## config.mk

```make
export PLATFORM = sky130hd
export DESIGN_NAME = voice_channel_allocator_lru
export DESIGN_NICKNAME = d
export VERILOG_FILES = /design/src/vca_pkg.sv /design/src/vca_chan_mem.sv /design/src/voice_channel_allocator_lru.sv
export VERILOG_INCLUDE_DIRS = /design/src /design/src/src
export SDC_FILE = /design/constraint.sdc
export NUM_CORES = 1
export LEC_CHECK = 0
export BUFFER_PORTS_ARGS = -buffer_cell sky130_fd_sc_hd__buf_2
export CORE_MARGIN = 2
export CORE_UTILIZATION = 63
export DETAILED_ROUTE_END_ITERATION = 8
export PLACE_DENSITY = 0.82
export RECOVER_POWER = 25
export SYNTH_ARGS = -nofsm -noshare
export SYNTH_HDL_FRONTEND = slang
export SYNTH_SLANG_ARGS = --single-unit
```

## constraint.sdc

```tcl
create_clock -name clk -period 5.1 [get_ports clk]
set_input_delay 1.02 -clock clk [delete_from_list [all_inputs] [get_ports clk]]
set_output_delay 1.02 -clock clk [all_outputs]
set_load 0.03 [all_outputs]
```

## src/assert_macros.svh

```systemverilog
// Assertion helpers included by the allocator RTL.
`ifndef ASSERT_MACROS_SVH
`define ASSERT_MACROS_SVH

// Checks an implication or expression on every clock edge outside reset.
`define ASSERT_CHECK(label, clk, rst_n, prop) \
  label: assert property (@(posedge clk) disable iff (!rst_n) prop) \
    else $error("assertion failed");

// Checks that a condition is followed by a consequence in the next cycle.
`define ASSERT_NEXT(label, clk, rst_n, ante, cons) \
  label: assert property (@(posedge clk) disable iff (!rst_n) ante |=> cons) \
    else $error("assertion failed");

`endif

```

## src/vca_pkg.sv

```systemverilog
`default_nettype none

package vca_pkg;

  // Field widths of the stream payloads.
  localparam int SOUND_W     = 8;
  localparam int CHAN_W      = 4;
  localparam int IN_TDATA_W  = 16;
  localparam int OUT_TDATA_W = 8;

  // Opcodes carried on in_tuser.
  localparam logic OP_PLAY = 1'b0;
  localparam logic OP_STOP = 1'b1;

  // Sound id that marks an empty request.
  localparam logic [SOUND_W-1:0] INVALID_ID = 8'hFF;

  // Result status codes.
  localparam logic [1:0] STATUS_PLAYED  = 2'd0;
  localparam logic [1:0] STATUS_INVALID = 2'd1;
  localparam logic [1:0] STATUS_STOPPED = 2'd2;

  // How the channel was chosen.
  localparam logic [1:0] KIND_REUSED = 2'd0;
  localparam logic [1:0] KIND_IDLE   = 2'd1;
  localparam logic [1:0] KIND_STOLEN = 2'd2;
  localparam logic [1:0] KIND_NONE   = 2'd3;

  // Per-channel status flags kept next to the sound id and age.
  typedef struct packed {
    logic bound;
    logic playing;
  } vca_flags_t;

endpackage

`default_nettype wire

```

## src/vca_chan_mem.sv

```systemverilog
`default_nettype none

module vca_chan_mem #(
  parameter int NUM_CHANNELS = 16,
  parameter int AGE_WIDTH    = 16,
  parameter int IDX_W        = 4
) (
  input  wire logic                          clk,
  input  wire logic                          rst_n,
  input  wire logic                          rd_en,
  input  wire logic [IDX_W-1:0]              rd_addr,
  output logic [vca_pkg::SOUND_W-1:0]        rd_sound,
  output vca_pkg::vca_flags_t                rd_flags,
  output logic [AGE_WIDTH-1:0]               rd_age,
  input  wire logic                          wr_en,
  input  wire logic [IDX_W-1:0]              wr_addr,
  input  wire logic [vca_pkg::SOUND_W-1:0]   wr_sound,
  input  wire vca_pkg::vca_flags_t           wr_flags,
  input  wire logic [AGE_WIDTH-1:0]          wr_age
);
  import vca_pkg::*;

  localparam int ENTRY_W = SOUND_W + 2 + AGE_WIDTH;
  localparam logic [AGE_WIDTH-1:0] AGE_RESET = AGE_WIDTH'(NUM_CHANNELS);

  logic [ENTRY_W-1:0]      mem_r [NUM_CHANNELS];
  logic [NUM_CHANNELS-1:0] vld_r;
  logic [ENTRY_W-1:0]      rd_data_r;
  logic                    rd_vld_r;

  // Entry storage: one write and one registered read per cycle.
  always_ff @(posedge clk) begin
    if (wr_en) begin
      mem_r[wr_addr] <= {wr_sound, wr_flags, wr_age};
    end
    if (rd_en) begin
      rd_data_r <= mem_r[rd_addr];
    end
  end

  // Valid bits stand in for a clearing pass after reset.
  always_ff @(posedge clk) begin
    if (!rst_n) begin
      vld_r    <= '0;
      rd_vld_r <= 1'b0;
    end else begin
      if (wr_en) begin
        vld_r[wr_addr] <= 1'b1;
      end
      if (rd_en) begin
        rd_vld_r <= vld_r[rd_addr];
      end
    end
  end

  // An entry never written reads as the reset state of a channel.
  always_comb begin
    if (rd_vld_r) begin
      rd_sound = rd_data_r[ENTRY_W-1 -: SOUND_W];
      rd_flags = rd_data_r[AGE_WIDTH +: 2];
      rd_age   = rd_data_r[AGE_WIDTH-1:0];
    end else begin
      rd_sound = '0;
      rd_flags = '0;
      rd_age   = AGE_RESET;
    end
  end

endmodule

`default_nettype wire

```

## src/voice_channel_allocator_lru.sv

```systemverilog
// Flow: a play passes through ST_SCAN, ST_DRAIN, ST_COMMIT and ST_DONE before out_tvalid,
// a stop through ST_STOP and ST_DONE, and a play with the invalid id through ST_DONE alone.
// A new request is taken only in ST_IDLE, once the last result has entered the output
// register; the scan reads every channel entry once through the single read port.
// Reset: synchronous on rst_n; all channels become unbound, idle and aged
// NUM_CHANNELS at once through per-entry valid bits, with no clearing pass.
`default_nettype none

module voice_channel_allocator_lru #(
  parameter int NUM_CHANNELS = 16,
  parameter int AGE_WIDTH    = 16
) (
  input  wire logic                              clk,
  input  wire logic                              rst_n,
  // in_tdata: sound_id[7:0], reuse_existing[8], stop_channel[12:9], zero fill
  input  wire logic [vca_pkg::IN_TDATA_W-1:0]    in_tdata,
  // in_tuser: opcode[0]
  input  wire logic [0:0]                        in_tuser,
  input  wire logic                              in_tvalid,
  output logic                                   in_tready,
  // out_tdata: channel[3:0], choice_kind[5:4], preempted[6], zero fill
  output logic [vca_pkg::OUT_TDATA_W-1:0]        out_tdata,
  // out_tuser: status[1:0]
  output logic [1:0]                             out_tuser,
  output logic                                   out_tvalid,
  input  wire logic                              out_tready
);
  import vca_pkg::*;
  `include "assert_macros.svh"

  localparam int IDX_W = (NUM_CHANNELS > 1) ? $clog2(NUM_CHANNELS) : 1;
  localparam int CNT_W = $clog2(NUM_CHANNELS + 1);
  localparam logic [CNT_W-1:0]     LAST_CNT = CNT_W'(NUM_CHANNELS - 1);
  localparam logic [AGE_WIDTH-1:0] AGE_MAX  = {AGE_WIDTH{1'b1}};

  typedef enum logic [2:0] {
    ST_IDLE,
    ST_SCAN,
    ST_DRAIN,
    ST_COMMIT,
    ST_STOP,
    ST_DONE
  } state_t;

  state_t               state_r, state_nxt;
  logic [SOUND_W-1:0]   sid_r, sid_nxt;
  logic                 reuse_r, reuse_nxt;
  logic [CHAN_W-1:0]    stop_r, stop_nxt;
  logic [CNT_W-1:0]     rd_cnt_r, rd_cnt_nxt;
  logic                 p_v_r, p_v_nxt;
  logic [IDX_W-1:0]     p_idx_r, p_idx_nxt;
  logic                 bm_found_r, bm_found_nxt;
  logic [IDX_W-1:0]     bm_idx_r, bm_idx_nxt;
  logic                 bm_play_r, bm_play_nxt;
  logic                 idle_found_r, idle_found_nxt;
  logic [IDX_W-1:0]     idle_idx_r, idle_idx_nxt;
  logic [IDX_W-1:0]     max_idx_r, max_idx_nxt;
  logic [AGE_WIDTH-1:0] max_age_r, max_age_nxt;
  logic [1:0]           res_status_r, res_status_nxt;
  logic [CHAN_W-1:0]    res_chan_r, res_chan_nxt;
  logic [1:0]           res_kind_r, res_kind_nxt;
  logic                 res_pre_r, res_pre_nxt;
  logic                 out_valid_r, out_valid_nxt;
  logic [1:0]           out_status_r, out_status_nxt;
  logic [CHAN_W-1:0]    out_chan_r, out_chan_nxt;
  logic [1:0]           out_kind_r, out_kind_nxt;
  logic                 out_pre_r, out_pre_nxt;

  logic                 mem_rd_en;
  logic [IDX_W-1:0]     mem_rd_addr;
  logic [SOUND_W-1:0]   mem_rd_sound;
  vca_flags_t           mem_rd_flags;
  logic [AGE_WIDTH-1:0] mem_rd_age;
  logic                 mem_wr_en;
  logic [IDX_W-1:0]     mem_wr_addr;
  logic [SOUND_W-1:0]   mem_wr_sound;
  vca_flags_t           mem_wr_flags;
  logic [AGE_WIDTH-1:0] mem_wr_age;

  logic                 in_fire;
  logic [AGE_WIDTH-1:0] age_inc;
  logic [IDX_W-1:0]     pick;

  vca_chan_mem #(
    .NUM_CHANNELS (NUM_CHANNELS),
    .AGE_WIDTH    (AGE_WIDTH),
    .IDX_W        (IDX_W)
  ) u_mem (
    .clk      (clk),
    .rst_n    (rst_n),
    .rd_en    (mem_rd_en),
    .rd_addr  (mem_rd_addr),
    .rd_sound (mem_rd_sound),
    .rd_flags (mem_rd_flags),
    .rd_age   (mem_rd_age),
    .wr_en    (mem_wr_en),
    .wr_addr  (mem_wr_addr),
    .wr_sound (mem_wr_sound),
    .wr_flags (mem_wr_flags),
    .wr_age   (mem_wr_age)
  );

  assign in_tready  = (state_r == ST_IDLE);
  assign in_fire    = in_tvalid && in_tready;
  assign out_tvalid = out_valid_r;
  assign out_tdata  = {1'b0, out_pre_r, out_kind_r, out_chan_r};
  assign out_tuser  = out_status_r;

  // Saturating age step for the entry coming back from memory.
  assign age_inc = (mem_rd_age == AGE_MAX) ? mem_rd_age : mem_rd_age + AGE_WIDTH'(1);

  always_comb begin
    state_nxt      = state_r;
    sid_nxt        = sid_r;
    reuse_nxt      = reuse_r;
    stop_nxt       = stop_r;
    rd_cnt_nxt     = rd_cnt_r;
    p_v_nxt        = 1'b0;
    p_idx_nxt      = p_idx_r;
    bm_found_nxt   = bm_found_r;
    bm_idx_nxt     = bm_idx_r;
    bm_play_nxt    = bm_play_r;
    idle_found_nxt = idle_found_r;
    idle_idx_nxt   = idle_idx_r;
    max_idx_nxt    = max_idx_r;
    max_age_nxt    = max_age_r;
    res_status_nxt = res_status_r;
    res_chan_nxt   = res_chan_r;
    res_kind_nxt   = res_kind_r;
    res_pre_nxt    = res_pre_r;
    out_valid_nxt  = out_valid_r && !out_tready;
    out_status_nxt = out_status_r;
    out_chan_nxt   = out_chan_r;
    out_kind_nxt   = out_kind_r;
    out_pre_nxt    = out_pre_r;
    mem_rd_en      = 1'b0;
    mem_rd_addr    = '0;
    mem_wr_en      = 1'b0;
    mem_wr_addr    = p_idx_r;
    mem_wr_sound   = mem_rd_sound;
    mem_wr_flags   = mem_rd_flags;
    mem_wr_age     = age_inc;
    pick           = max_idx_r;

    // Scan data: age the entry in place and track the three candidates.
    if (p_v_r) begin
      mem_wr_en = 1'b1;
      if (reuse_r && !bm_found_r && mem_rd_flags.bound && (mem_rd_sound == sid_r)) begin
        bm_found_nxt = 1'b1;
        bm_idx_nxt   = p_idx_r;
        bm_play_nxt  = mem_rd_flags.playing;
      end
      if (!idle_found_r && !mem_rd_flags.playing) begin
        idle_found_nxt = 1'b1;
        idle_idx_nxt   = p_idx_r;
      end
      if ((p_idx_r == '0) || (mem_rd_age > max_age_r)) begin
        max_idx_nxt = p_idx_r;
        max_age_nxt = mem_rd_age;
      end
    end

    unique case (state_r)
      ST_IDLE: begin
        if (in_fire) begin
          sid_nxt        = in_tdata[7:0];
          reuse_nxt      = in_tdata[8];
          stop_nxt       = in_tdata[12:9];
          bm_found_nxt   = 1'b0;
          idle_found_nxt = 1'b0;
          rd_cnt_nxt     = '0;
          if (in_tuser[0] == OP_STOP) begin
            mem_rd_en   = (int'(in_tdata[12:9]) < NUM_CHANNELS);
            mem_rd_addr = IDX_W'(in_tdata[12:9]);
            state_nxt   = ST_STOP;
          end else if (in_tdata[7:0] == INVALID_ID) begin
            res_status_nxt = STATUS_INVALID;
            res_chan_nxt   = '0;
            res_kind_nxt   = KIND_NONE;
            res_pre_nxt    = 1'b0;
            state_nxt      = ST_DONE;
          end else begin
            state_nxt = ST_SCAN;
          end
        end
      end

      // Issue one read per cycle; write-back trails one address behind.
      ST_SCAN: begin
        mem_rd_en   = 1'b1;
        mem_rd_addr = rd_cnt_r[IDX_W-1:0];
        p_v_nxt     = 1'b1;
        p_idx_nxt   = rd_cnt_r[IDX_W-1:0];
        rd_cnt_nxt  = rd_cnt_r + CNT_W'(1);
        if (rd_cnt_r == LAST_CNT) begin
          state_nxt = ST_DRAIN;
        end
      end

      ST_DRAIN: begin
        state_nxt = ST_COMMIT;
      end

      // Bind the chosen channel; it ends at age one after the global step.
      ST_COMMIT: begin
        if (bm_found_r) begin
          pick         = bm_idx_r;
          res_kind_nxt = KIND_REUSED;
          res_pre_nxt  = bm_play_r;
        end else if (idle_found_r) begin
          pick         = idle_idx_r;
          res_kind_nxt = KIND_IDLE;
          res_pre_nxt  = 1'b0;
        end else begin
          pick         = max_idx_r;
          res_kind_nxt = KIND_STOLEN;
          res_pre_nxt  = 1'b1;
        end
        mem_wr_en            = 1'b1;
        mem_wr_addr          = pick;
        mem_wr_sound         = sid_r;
        mem_wr_flags.bound   = 1'b1;
        mem_wr_flags.playing = 1'b1;
        mem_wr_age           = AGE_WIDTH'(1);
        res_status_nxt       = STATUS_PLAYED;
        res_chan_nxt         = CHAN_W'(pick);
        state_nxt            = ST_DONE;
      end

      // Clear the playing flag and keep the binding and age.
      ST_STOP: begin
        mem_wr_en            = (int'(stop_r) < NUM_CHANNELS);
        mem_wr_addr          = IDX_W'(stop_r);
        mem_wr_age           = mem_rd_age;
        mem_wr_flags.playing = 1'b0;
        res_status_nxt       = STATUS_STOPPED;
        res_chan_nxt         = stop_r;
        res_kind_nxt         = KIND_NONE;
        res_pre_nxt          = 1'b0;
        state_nxt            = ST_DONE;
      end

      // Hand the result to the output register once it is free.
      ST_DONE: begin
        if (!out_valid_r || out_tready) begin
          out_valid_nxt  = 1'b1;
          out_status_nxt = res_status_r;
          out_chan_nxt   = res_chan_r;
          out_kind_nxt   = res_kind_r;
          out_pre_nxt    = res_pre_r;
          state_nxt      = ST_IDLE;
        end
      end

      default: begin
        state_nxt = ST_IDLE;
      end
    endcase
  end

  // State, control and registered outputs.
  always_ff @(posedge clk) begin
    if (!rst_n) begin
      state_r     <= ST_IDLE;
      p_v_r       <= 1'b0;
      out_valid_r <= 1'b0;
    end else begin
      state_r     <= state_nxt;
      p_v_r       <= p_v_nxt;
      out_valid_r <= out_valid_nxt;
    end
    sid_r        <= sid_nxt;
    reuse_r      <= reuse_nxt;
    stop_r       <= stop_nxt;
    rd_cnt_r     <= rd_cnt_nxt;
    p_idx_r      <= p_idx_nxt;
    bm_found_r   <= bm_found_nxt;
    bm_idx_r     <= bm_idx_nxt;
    bm_play_r    <= bm_play_nxt;
    idle_found_r <= idle_found_nxt;
    idle_idx_r   <= idle_idx_nxt;
    max_idx_r    <= max_idx_nxt;
    max_age_r    <= max_age_nxt;
    res_status_r <= res_status_nxt;
    res_chan_r   <= res_chan_nxt;
    res_kind_r   <= res_kind_nxt;
    res_pre_r    <= res_pre_nxt;
    out_status_r <= out_status_nxt;
    out_chan_r   <= out_chan_nxt;
    out_kind_r   <= out_kind_nxt;
    out_pre_r    <= out_pre_nxt;
  end

  // The read-modify-write scan never reads the entry it writes in the same cycle.
  `ASSERT_CHECK(a_no_rw_overlap, clk, rst_n,
    (mem_rd_en && mem_wr_en) |-> (mem_rd_addr != mem_wr_addr))
  // A steal, which only happens when every channel is playing, is reported as a preemption.
  `ASSERT_CHECK(a_steal_preempts, clk, rst_n,
    (out_valid_r && (out_kind_r == KIND_STOLEN)) |-> out_pre_r)
  // Results other than a play carry no choice and no preemption.
  `ASSERT_CHECK(a_nonplay_fields, clk, rst_n,
    (out_valid_r && (out_status_r != STATUS_PLAYED)) |-> ((out_kind_r == KIND_NONE) && !out_pre_r))
  // Every accepted transaction leaves the idle state.
  `ASSERT_NEXT(a_accept_busy, clk, rst_n, in_fire, (state_r != ST_IDLE))

endmodule

`default_nettype wire
```

# --- Yosys cells after proc, flatten, opt, wreduce, memory -nomap -nowiden ---
# Memory sizes are Yosys's and may differ from the RTL's. A register that Yosys moved wholly into a read port is not among the register bits.
# Cells that the tools add are included.
word_totals:
  ff_bits: 93
  ram_bits: 416
  in_bits: 21
  output_inout_bits: 12
  word_cells: 138
  n_memories: 1
mem_list:
  columns: ["name", "words", "word_bits", "read_ports", "rd_clocked_by_memory_dff", "write_ports", "line_no", "rtl"]
  rows:
  - ["u_mem.mem_r", 16, 26, 1, 1, 1, "vca_chan_mem.sv:26", "logic [ENTRY_W-1:0] mem_r [NUM_CHANNELS];"]
op_classes:
  n_addsub: 2
  order_cmp: 4
  eq_ne: 14
  muxes: 64
  bitwise_logic: 1
  reduce_logical: 27
op_table:
  columns: ["operator", "n"]
  rows:
  - ["$mux W16", 2]
  - ["$pmux W16 S2", 1]
  - ["$mux W4", 7]
  - ["$mux W1", 25]
  - ["$mux W2", 9]
  - ["$add A16 B1 Y16 const B", 1]
  - ["$eq A16 B16 Y1 const B", 1]
  - ["$gt A16 B16 Y1", 1]
  - ["$mux W8", 2]
  - ["$or A16 B16 Y16", 1]
  - ["$pmux W4 S2", 2]
  - ["$mux W3", 5]
  - ["$pmux W3 S5", 1]
  - ["$pmux W2 S3", 2]
  - ["$pmux W4 S3", 1]
  - ["$reduce_and A2 Y1", 6]
  - ["$lt A4 B5 Y1 const B", 2]
  - ["$pmux W5 S2", 1]
  - ["$eq A8 B8 Y1", 1]
  - ["$eq A8 B8 Y1 const B", 1]
  - ["$logic_and A1 B1 Y1", 7]
  - ["$eq A3 B2 Y1 const B", 2]
  - ["$eq A3 B3 Y1 const B", 2]
  - ["$ne A2 B2 Y1 const B", 3]
  - ["other kinds (19)", 26]

# --- Longest topological paths before layout ---
# Gate-level depths: netlist of run 1.
depth:
  word_depth: 8
  ltp_mapped: 12
  ltp_nobuf: 8

# --- Hierarchy ---
# A second synthesis of run 1 with hierarchy kept.
hier_totals:
  cells_unflattened: 1061
  hier_area_um2: 21240.4
modules_own_cells:
  columns: ["module", "n_inst", "cells_each", "area_per_inst_um2", "seq_area_each_um2"]
  rows:
  - ["vca_chan_mem", 1, 708, 17332.9, 13613.1]
  - ["voice_channel_allocator_lru", 1, 353, 3907.5, 2212.1]

# --- Worst setup path after synthesis of run 1 ---
# Ideal clock, no wire load.
synth_path:
  path_type: "reg-to-reg"
  startpoint: "register u_mem.rd_vld_r"
  endpoint: "register max_age_r[0] (enable)"
  setup_ns: 0.428
  arrival_time_ns: 3.673
  required_ns: 4.672
  setup_slack_ns: 0.999
  stages_incl_launch_ff: 12
  n_path_buf: 4
  synth_period_minus_slack_ns: 4.101
  cell_sequence: "dfxtp_1 clkbuf_1 clkbuf_1 clkbuf_1 clkbuf_1 nand2_1 inv_1 ha_1 and3_1 o211ai_1 nor4_1 a211oi_1"
synth_between:
  elab_chain_cells: 4
synth_rtl:
  columns: ["item", "line_no", "rtl"]
  rows:
  - ["start: declaration", "vca_chan_mem.sv:29", "logic rd_vld_r;"]
  - ["start signal: assignment", "vca_chan_mem.sv:51", "rd_vld_r <= vld_r[rd_addr];"]
  - ["$mux W16", "vca_chan_mem.sv:58", "if (rd_vld_r) begin"]
  - ["via mem_rd_age[5]", "voice_channel_allocator_lru.sv:73", "logic [AGE_WIDTH-1:0] mem_rd_age;"]
  - ["$gt A16 B16 Y1", "voice_channel_allocator_lru.sv:157", "if ((p_idx_r == '0) || (mem_rd_age > max_age_r)) begin"]
  - ["$logic_or A1 B1 Y1", "voice_channel_allocator_lru.sv:157", null]
  - ["$reduce_and A2 Y1 (no line)", null, null]
  - ["end signal: assignment", "voice_channel_allocator_lru.sv:283", "max_age_r <= max_age_nxt;"]
  - ["end: declaration", "voice_channel_allocator_lru.sv:58", "logic [AGE_WIDTH-1:0] max_age_r, max_age_nxt;"]
# The timed path passes the listed nets, and every way through them passes these cells.
# A chain may end at the register's enable or synchronous reset.

# --- Final worst setup path of run 1 ---
layout_path:
  startpoint: "register state_r[1]"
  endpoint: "memory u_mem.mem_r[14][16] in the netlist's numbering (enable)"
layout_between:
  elab_chain_cells: 5
  elab_cells_between_ends: 7
  classes_between: "eq/ne: 2; mux: 4; reduce/logical: 1"
layout_rtl:
  columns: ["item", "line_no", "rtl"]
  rows:
  - ["start: declaration", "voice_channel_allocator_lru.sv:45", "state_t state_r, state_nxt;"]
  - ["start signal: assignment", "voice_channel_allocator_lru.sv:268", "state_r <= state_nxt;"]
  - ["$eq A3 B2 Y1 / $eq A3 B3 Y1 (equally long branches)", "voice_channel_allocator_lru.sv:163", "unique case (state_r)"]
  - ["$reduce_or A2 Y1 (no line)", null, null]
  - ["$mux W1", "voice_channel_allocator_lru.sv:163", null]
  - ["$mux W1", "vca_chan_mem.sv:33", "if (wr_en) begin"]
  - ["$mux W1 (not written as such)", "vca_chan_mem.sv:34", "mem_r[wr_addr] <= {wr_sound, wr_flags, wr_age};"]
  - ["end: declaration", "vca_chan_mem.sv:26", null]
# Several ways; a longest one is shown, not always the timed one.

==> summary.md, run 1 <==
| Metric | Value |
|---|---|
| Status | `finished, violations left` |
| Failing checks | `capacitance limit, slew limit` |
| Pre-CTS setup slack | `1331 ps` |
| Yosys reg bits | `535` |
| Critical setup path kind | `reg2reg` |
| H-tree depth | `2` |
| Top delay family on crit path | `simple AND/OR/NAND/NOR gates` |
| Gate count of the mapped netlist | `1,679` |
| Vias/cell | `6.261` |
| Critical Path Source Type | `flip-flop` |
| # port buffers | `28` |
| Synth Cell Area | `21,860 um2` |
| Root buffer cell | `clkbuf_16` |
| Met3 Track Usage GR | `0.04619` |
| Crit-path max FO | `16` |
| Pwr/cell area | `392.0 nW/um2` |
| GRT Resource Usage Total | `0.2862` |
| Arr. time, crit path | `4620 ps` |
| Initial Util | `0.6358` |
| Total I/O pin count | `33` |
| Vias | `13,890` |
| Final setup vio count | `0` |
| M1 GR Usage | `0.3839` |
| Top-count cell post-synth | `edfxtp_1` |
| Final Cycle Share | `0.8582` |
| Post-Syn Nets | `1,716` |
| Area growth, synth to finish | `11.29%` |
| Remaining antenna violation count | `0` |
| Commonest cells in the netlist | `511 x edfxtp_1, 440 x nand2_1, 176 x nand3_1` |
| Worst-path cell chain | `or3b_1 > clkinvlp_2 > nor2_4 > a221o_1 > nand4_1 > nor2_4 > buf_4` |
| FF-to-FF Start | `state_r[1]` |
| # Max-Cap Violations | `2` |
| First-pass GRT wire length | `76,790 um` |
| Die H | `190.3 um` |
| Global routing's busiest layer | `met2` |
| Setup Buffers After CTS | `0` |
| Share of cells above drive strength 1 | `0.08792` |
| Met2 Use GR | `0.4669` |
| Dominant synthesized flop cell | `edfxtp_1` |
| Slew margin rel. | `-0.1310` |
| CORE AREA | `34,370 um2` |
| Post-CTS sizing | `0` |
| Syn avg cell area | `13.02 um2` |
| RSZ-0062 raised after global routing | `false` |
| R2r setup slk | `720 ps` |
| CTS Hold Bufs | `0` |
| Yosys warnings | `0` |
| DP HPWL | `29,000 um` |
| CTS Buf Count | `52` |
| Site row count | `68` |
| Routed WL per cell | `23.09 um` |
| Leakage | `8.861 nW` |
| WHS Path Cells | `0` |
| Synth Area in Compound Gates | `0.04872` |
| Post-synth top area share | `0.7021` |
| Die X | `190.3 um` |
| Critical Path RT | `5340 ps` |
| Synth cell types | `61` |
| Adder-Cell Fraction of Synth Area | `0.009160` |
| R2R Path End | `u_mem.mem_r[14][16]` |
| Clk Latency, worst-skew pair | `590 ps` |
| Non-Filler Instances | `2,218` |
| Skew final | `20.47 ps` |
| Most used cell, CP | `nor2_4` |
| Clock sink total | `535` |
| Total congestion overflow | `0` |
| Final Max Slew Viols | `31` |
| 1st-iter DRT viols | `1,483` |
| Final Total Pwr | `9.535 mW` |
| Synth area leaders | `edfxtp_1 70%, nand2_1 7.6%, nand3_1 4.0%, mux2i_1 3.3%, dfxtp_1 2.2%` |
| Hold Path Sink | `out_chan_r[3]` |
| Worst vdd ir | `0.3378 mV` |
| Worst setup margin | `723.1 ps` |
| Drt total wl | `51,210 um` |
| Largest area contributor in the netlist | `edfxtp_1` |
| Placed Cells | `2,128` |
| Drt first pass iters | `6` |
| Critical-path top delay cell | `clkinvlp_2` |
| Initial antenna violation count | `0` |
| Sequential area share after synthesis | `0.7241` |
| Die ar. | `36,200 um2` |
| Post-Route Setup TNS | `0 ps` |
| Crit path capture type | `flip-flop` |
| HP Class | `reg2reg` |
| FF-to-FF path depth | `7` |
| Largest family of logic cells by synthesized area | `simple AND/OR/NAND/NOR gates` |
| Post-layout nets | `1,764` |
| CTS clock-pin slew for the worst setup and hold paths | `60 ps` |
| Final Hold Fails | `0` |
| Period minus WS final | `4377 ps` |
| Hold Slack | `425.9 ps` |
| Synth Area in Simple Gates | `0.1558` |
| GPL Wtd Cong | `0.8730` |
| Vias in the first global route | `13,510` |
| Post-Synth XOR/XNOR Area | `0.004408` |
| Post-synthesis mux area share | `0.03355` |
| Diode count | `0` |
| Max Clock Freq | `0.2285 GHz` |
| Async set-reset flop share out of synthesis | `0` |
| Slew @ Worst Pin | `1683 ps` |
| Crit-path max cell delay | `650 ps` |
| TritonCTS clock tree | `done` |
| Post-synth EDFFs | `511` |
| CP Buf/Inv Count | `2` |
| Largest net degree at the start of global routing | `73` |
| Hold Crit Start | `res_chan_r[3]` |
| Buffer depth of the longest clock path | `3` |
| DRC violation count after routing | `0` |
==> stage by stage <==
stage / instance area (um2) / util
2_1_floorplan: 21860 / -
3_3_place_gp: 22810 / 0.6637
3_5_place_dp: 22810 / 0.6637
4_1_cts: 24380 / 0.7093
5_1_grt: 24320 / 0.7076
6_report: 24320 / 0.7076
==> worst max path at each step <==
stage,to,slack (ps),from,cells after the start
2_1_floorplan,max_age_r[0],1000,u_mem.rd_vld_r,11
6_report,u_mem.mem_r[14][16],720,state_r[1],7
4_1_cts,u_mem.mem_r[8][11],1370,state_r[1],6
5_1_grt,u_mem.mem_r[14][3],590,state_r[0],7
3_5_place_dp,u_mem.rd_data_r[15],1330,in_tvalid,9
3_3_place_gp,u_mem.rd_data_r[5],1430,in_tvalid,9
==> metal layers <==
metal / up-vias / routed length, um
li1: 6222 / -
met1: 6707 / 19210
met2: 804 / 24660
met3: 155 / 5291
met4: 0 / 2046
met5: - / 0
==> cells in the final DEF, fill, tap and decap left out, types with 6 or more instances in the layout <==
cell / n
clkbuf_1: 45
and2_0: 15
a21o_1: 6
clkinv_1: 9
dfxtp_1: 24
nand3_1: 176
mux2i_1: 71
nand2b_1: 6
nand2_1: 440
xnor2_1: 6
and3_1: 9
buf_4: 50
and2_1: 6
o21ai_0: 25
nand4_1: 36
nor2b_1: 6
a21oi_1: 15
o211ai_1: 32
ha_1: 16
edfxtp_1: 511
o21a_1: 17
nor2_4: 17
inv_1: 29
clkbuf_16: 54
nand3b_1: 6
nor2_1: 29
a31oi_1: 30
==> sequential cells by signal, summed over array words and instances, names as in the netlist, 5 cells and up <==
signal and flops:
u_mem.mem_r 416, u_mem.rd_data_r 26, max_age_r 16, u_mem.vld_r 16, sid_r 8, rd_cnt_r 5
==> final cells by class <==
cell class / instances / area (um2)
Tap cell: 455 / 569.3
Clock buffer: 74 / 1456
Inverter: 30 / 113.9
Sequential cell: 535 / 15830
Multi-Input combinational cell: 1022 / 5684
Fill cell: 2212 / 10050
Clock inverter: 16 / 108.9
Timing Repair Buffer: 86 / 565.5
==> where the power goes <==
part           internal (mW)  total (mW)  switching (mW)  leakage (nW)
logic                  0.262       0.895           0.633          3.17
clock network           1.98        3.54            1.56         0.760
registers               5.00        5.09          0.0968          4.93
total                   7.24        9.53            2.29          8.86
==> kinds of logic after synthesis <==
group           after synthesis
simple gates                766
flops                       535
compound gates              155
buf+inv                     122
mux                          73
fa+ha+maj                    16
xor+xnor                     11
other cells                   1
No activity file was read; power rests on OpenSTA's default activity.
==> run 2, diff against run 1 <==
- PLACE_DENSITY: 0.82 -> default
- PLACE_DENSITY_LB_ADDON: default -> 0.1
==> run 2 against run 1 <==
  * The flow still finishes with violations (capacitance limit, slew limit)
  * Combinational power about the same
  * Register-to-register slack better by 60 ps
  * Global-route usage up 0.10 points
==> summary.md, run 2 (synthesis results as in run 1) <==
| Metric | Value |
|---|---|
| Status | `finished, violations left (unchanged)` |
| Failing checks | `capacitance limit, slew limit (unchanged)` |
| Most common cell after layout, fill and taps aside | `edfxtp_1 (unchanged)` |
| HP Class | `reg2reg (unchanged)` |
| Total I/O pin count | `33 (unchanged)` |
| Worst vdd ir | `0.2761 mV (was 0.3378 mV)` |
| Drt first pass iters | `5 (was 6)` |
| Diode count | `0 (unchanged)` |
| DRC violation count after routing | `0 (unchanged)` |
| Hold Slack | `419.5 ps (was 425.9 ps)` |
| Drt total wl | `50,860 um (was 51,210 um)` |
| Critical Path RT | `5380 ps (was 5340 ps)` |
| Met3 Track Usage GR | `0.04177 (was 0.04619)` |
| Remaining antenna violation count | `0 (unchanged)` |
| GRT Resource Usage Total | `0.2872 (was 0.2862)` |
| # Max-Cap Violations | `1 (was 2)` |
| Vias | `13,800 (was 13,890)` |
| M1 GR Usage | `0.3806 (was 0.3839)` |
| Skew final | `11.50 ps (was 20.47 ps)` |
| NetSw | `2.326 mW (was 2.292 mW)` |
| Period minus WS final | `4319 ps (was 4377 ps)` |
| Routed WL per cell | `22.84 um (was 23.09 um)` |
| Int Pwr | `7.430 mW (was 7.242 mW)` |
| Vias/cell | `6.196 (was 6.261)` |
| GPL Wtd Cong | `0.8812 (was 0.8730)` |
| Largest register FFs | `416 (unchanged)` |
| Die ar. | `36,200 um2 (unchanged)` |
| # port buffers | `28 (unchanged)` |
| Critical setup path kind | `reg2reg (unchanged)` |
| CTS Hold Bufs | `0 (unchanged)` |
| DP HPWL | `29,900 um (was 29,000 um)` |
| Flop pwr share | `0.522 (was 0.534)` |
| Clock power share | `0.386 (was 0.372)` |
| Final Cycle Share | `0.8468 (was 0.8582)` |
| Slew margin rel. | `-0.5188 (was -0.1310)` |
| Die H | `190.3 um (unchanged)` |
| Root buffer cell | `clkbuf_16 (unchanged)` |
| CTS Buf Count | `53 (was 52)` |
| Top Registers | `u_mem.mem_r: 416 flops, u_mem.rd_data_r: 26 flops (unchanged)` |
| Combinational cell fraction of total power | `0.092 (was 0.094)` |
| Total congestion overflow | `0 (unchanged)` |
| Setup Buffers After CTS | `0 (unchanged)` |
| Clock sink total | `535 (unchanged)` |
| CORE AREA | `34,370 um2 (unchanged)` |
| Leakage | `8.955 nW (was 8.861 nW)` |
| Initial antenna violation count | `0 (unchanged)` |
| Area growth, synth to finish | `11.88% (was 11.29%)` |
| Final Max Slew Viols | `29 (was 31)` |
| Critical Path Source Type | `flip-flop (unchanged)` |
| Global routing's busiest layer | `met2 (unchanged)` |
| Pwr/cell area | `399.0 nW/um2 (was 392.0 nW/um2)` |
| Crit path capture type | `flip-flop (unchanged)` |
| TritonCTS clock tree | `done (unchanged)` |
| Post-Route Setup TNS | `0 ps (unchanged)` |
| RSZ-0062 raised after global routing | `false (unchanged)` |
| Clk Latency, worst-skew pair | `590 ps (about the same)` |
| 1st-iter DRT viols | `1,341 (was 1,483)` |
| Share of cells above drive strength 1 | `0.1005 (was 0.08792)` |
| Max Clock Freq | `0.2316 GHz (was 0.2285 GHz)` |
| Post-layout nets | `1,766 (was 1,764)` |
| Slew @ Worst Pin | `2278 ps (was 1683 ps)` |
| H-tree depth | `2 (unchanged)` |
| Initial Util | `0.6358 (unchanged)` |
| Commonest non-fill, non-tap cells in the layout | `511 x edfxtp_1, 440 x nand2_1, 176 x nand3_1, 71 x mux2i_1, 55 x clkbuf_16 (was 511 x edfxtp_1, 440 x nand2_1, 176 x nand3_1, 71 x mux2i_1, 54 x clkbuf_16)` |
| Site row count | `68 (unchanged)` |
| Vias in the first global route | `13,370 (was 13,510)` |
| Reg with most FFs | `u_mem.mem_r (unchanged)` |
| First-pass GRT wire length | `77,000 um (was 76,790 um)` |
| Buffer depth of the longest clock path | `3 (unchanged)` |
| Post-CTS sizing | `0 (unchanged)` |
| Die X | `190.3 um (unchanged)` |
| CTS clock-pin slew for the worst setup and hold paths | `60 ps (about the same)` |
| Switching Share | `0.2384 (was 0.2404)` |
| Crit-path max FO | `15 (was 16)` |
| Final Hold Fails | `0 (unchanged)` |
| Met2 Use GR | `0.4834 (was 0.4669)` |
| Largest net degree at the start of global routing | `87 (was 73)` |
| Arr. time, crit path | `4600 ps (was 4620 ps)` |
| Final setup vio count | `0 (unchanged)` |
[run 2: worst max-delay path, stage by stage, from the launching register on]
cell and delay [ps]:
dfxtp_1 610, or3b_1 460, clkinvlp_2 660, nor2_4 450
a221o_1 290, nand4_1 420, nor2_4 790, buf_4 340
[run 2: final timing paths]
kind / start / to / slack [ps] / depth (start not counted)
max: state_r[1] / u_mem.mem_r[10][1] / 780 / 7
min: res_pre_r / out_pre_r / 420 / 0
max reg2reg: state_r[1] / u_mem.mem_r[10][1] / 780 / 7
min reg2reg: res_pre_r / out_pre_r / 420 / 0
[run 2: final cells by class]
class | count | area [um2]
inverters | 30 | 113.9
multi-input cells | 1022 | 5689
clock buffers | 63 | 1406
clock inverters | 35 | 279.0
well taps | 455 | 569.3
flip-flops and latches | 535 | 15830
repair buffers | 87 | 569.3
fillers | 2278 | 9921
[run 2: metrics by stage]
step	cell area [um2]	std cells	total power, mW	utilization	setup WS, ps
after floorplan	21860	1679	5.743	-	998.6
final	24450	2227	9.756	0.7114	781.4
after global placement	22810	2129	6.043	0.6636	1049
after detailed placement	22810	2129	6.071	0.6636	1020
after CTS	24490	2227	9.791	0.7126	1259
after global routing	24450	2227	10.04	0.7114	655.1
[run 2: power groups by stage]
stage	clock [mW]	sequential [mW]	combinational [mW]
after global routing	3.96	5.10	0.979
after floorplan	0	5.14	0.604
after CTS	3.80	5.09	0.899
after global placement	0	5.17	0.870
final	3.77	5.09	0.897
after detailed placement	0	5.18	0.893
[run 2: metal layers]
metal  wire (um)  up-vias
li1            -     6248
met1       20230     6823
met2       25250      604
met3        3661      124
met4        1723        0
met5           0        -
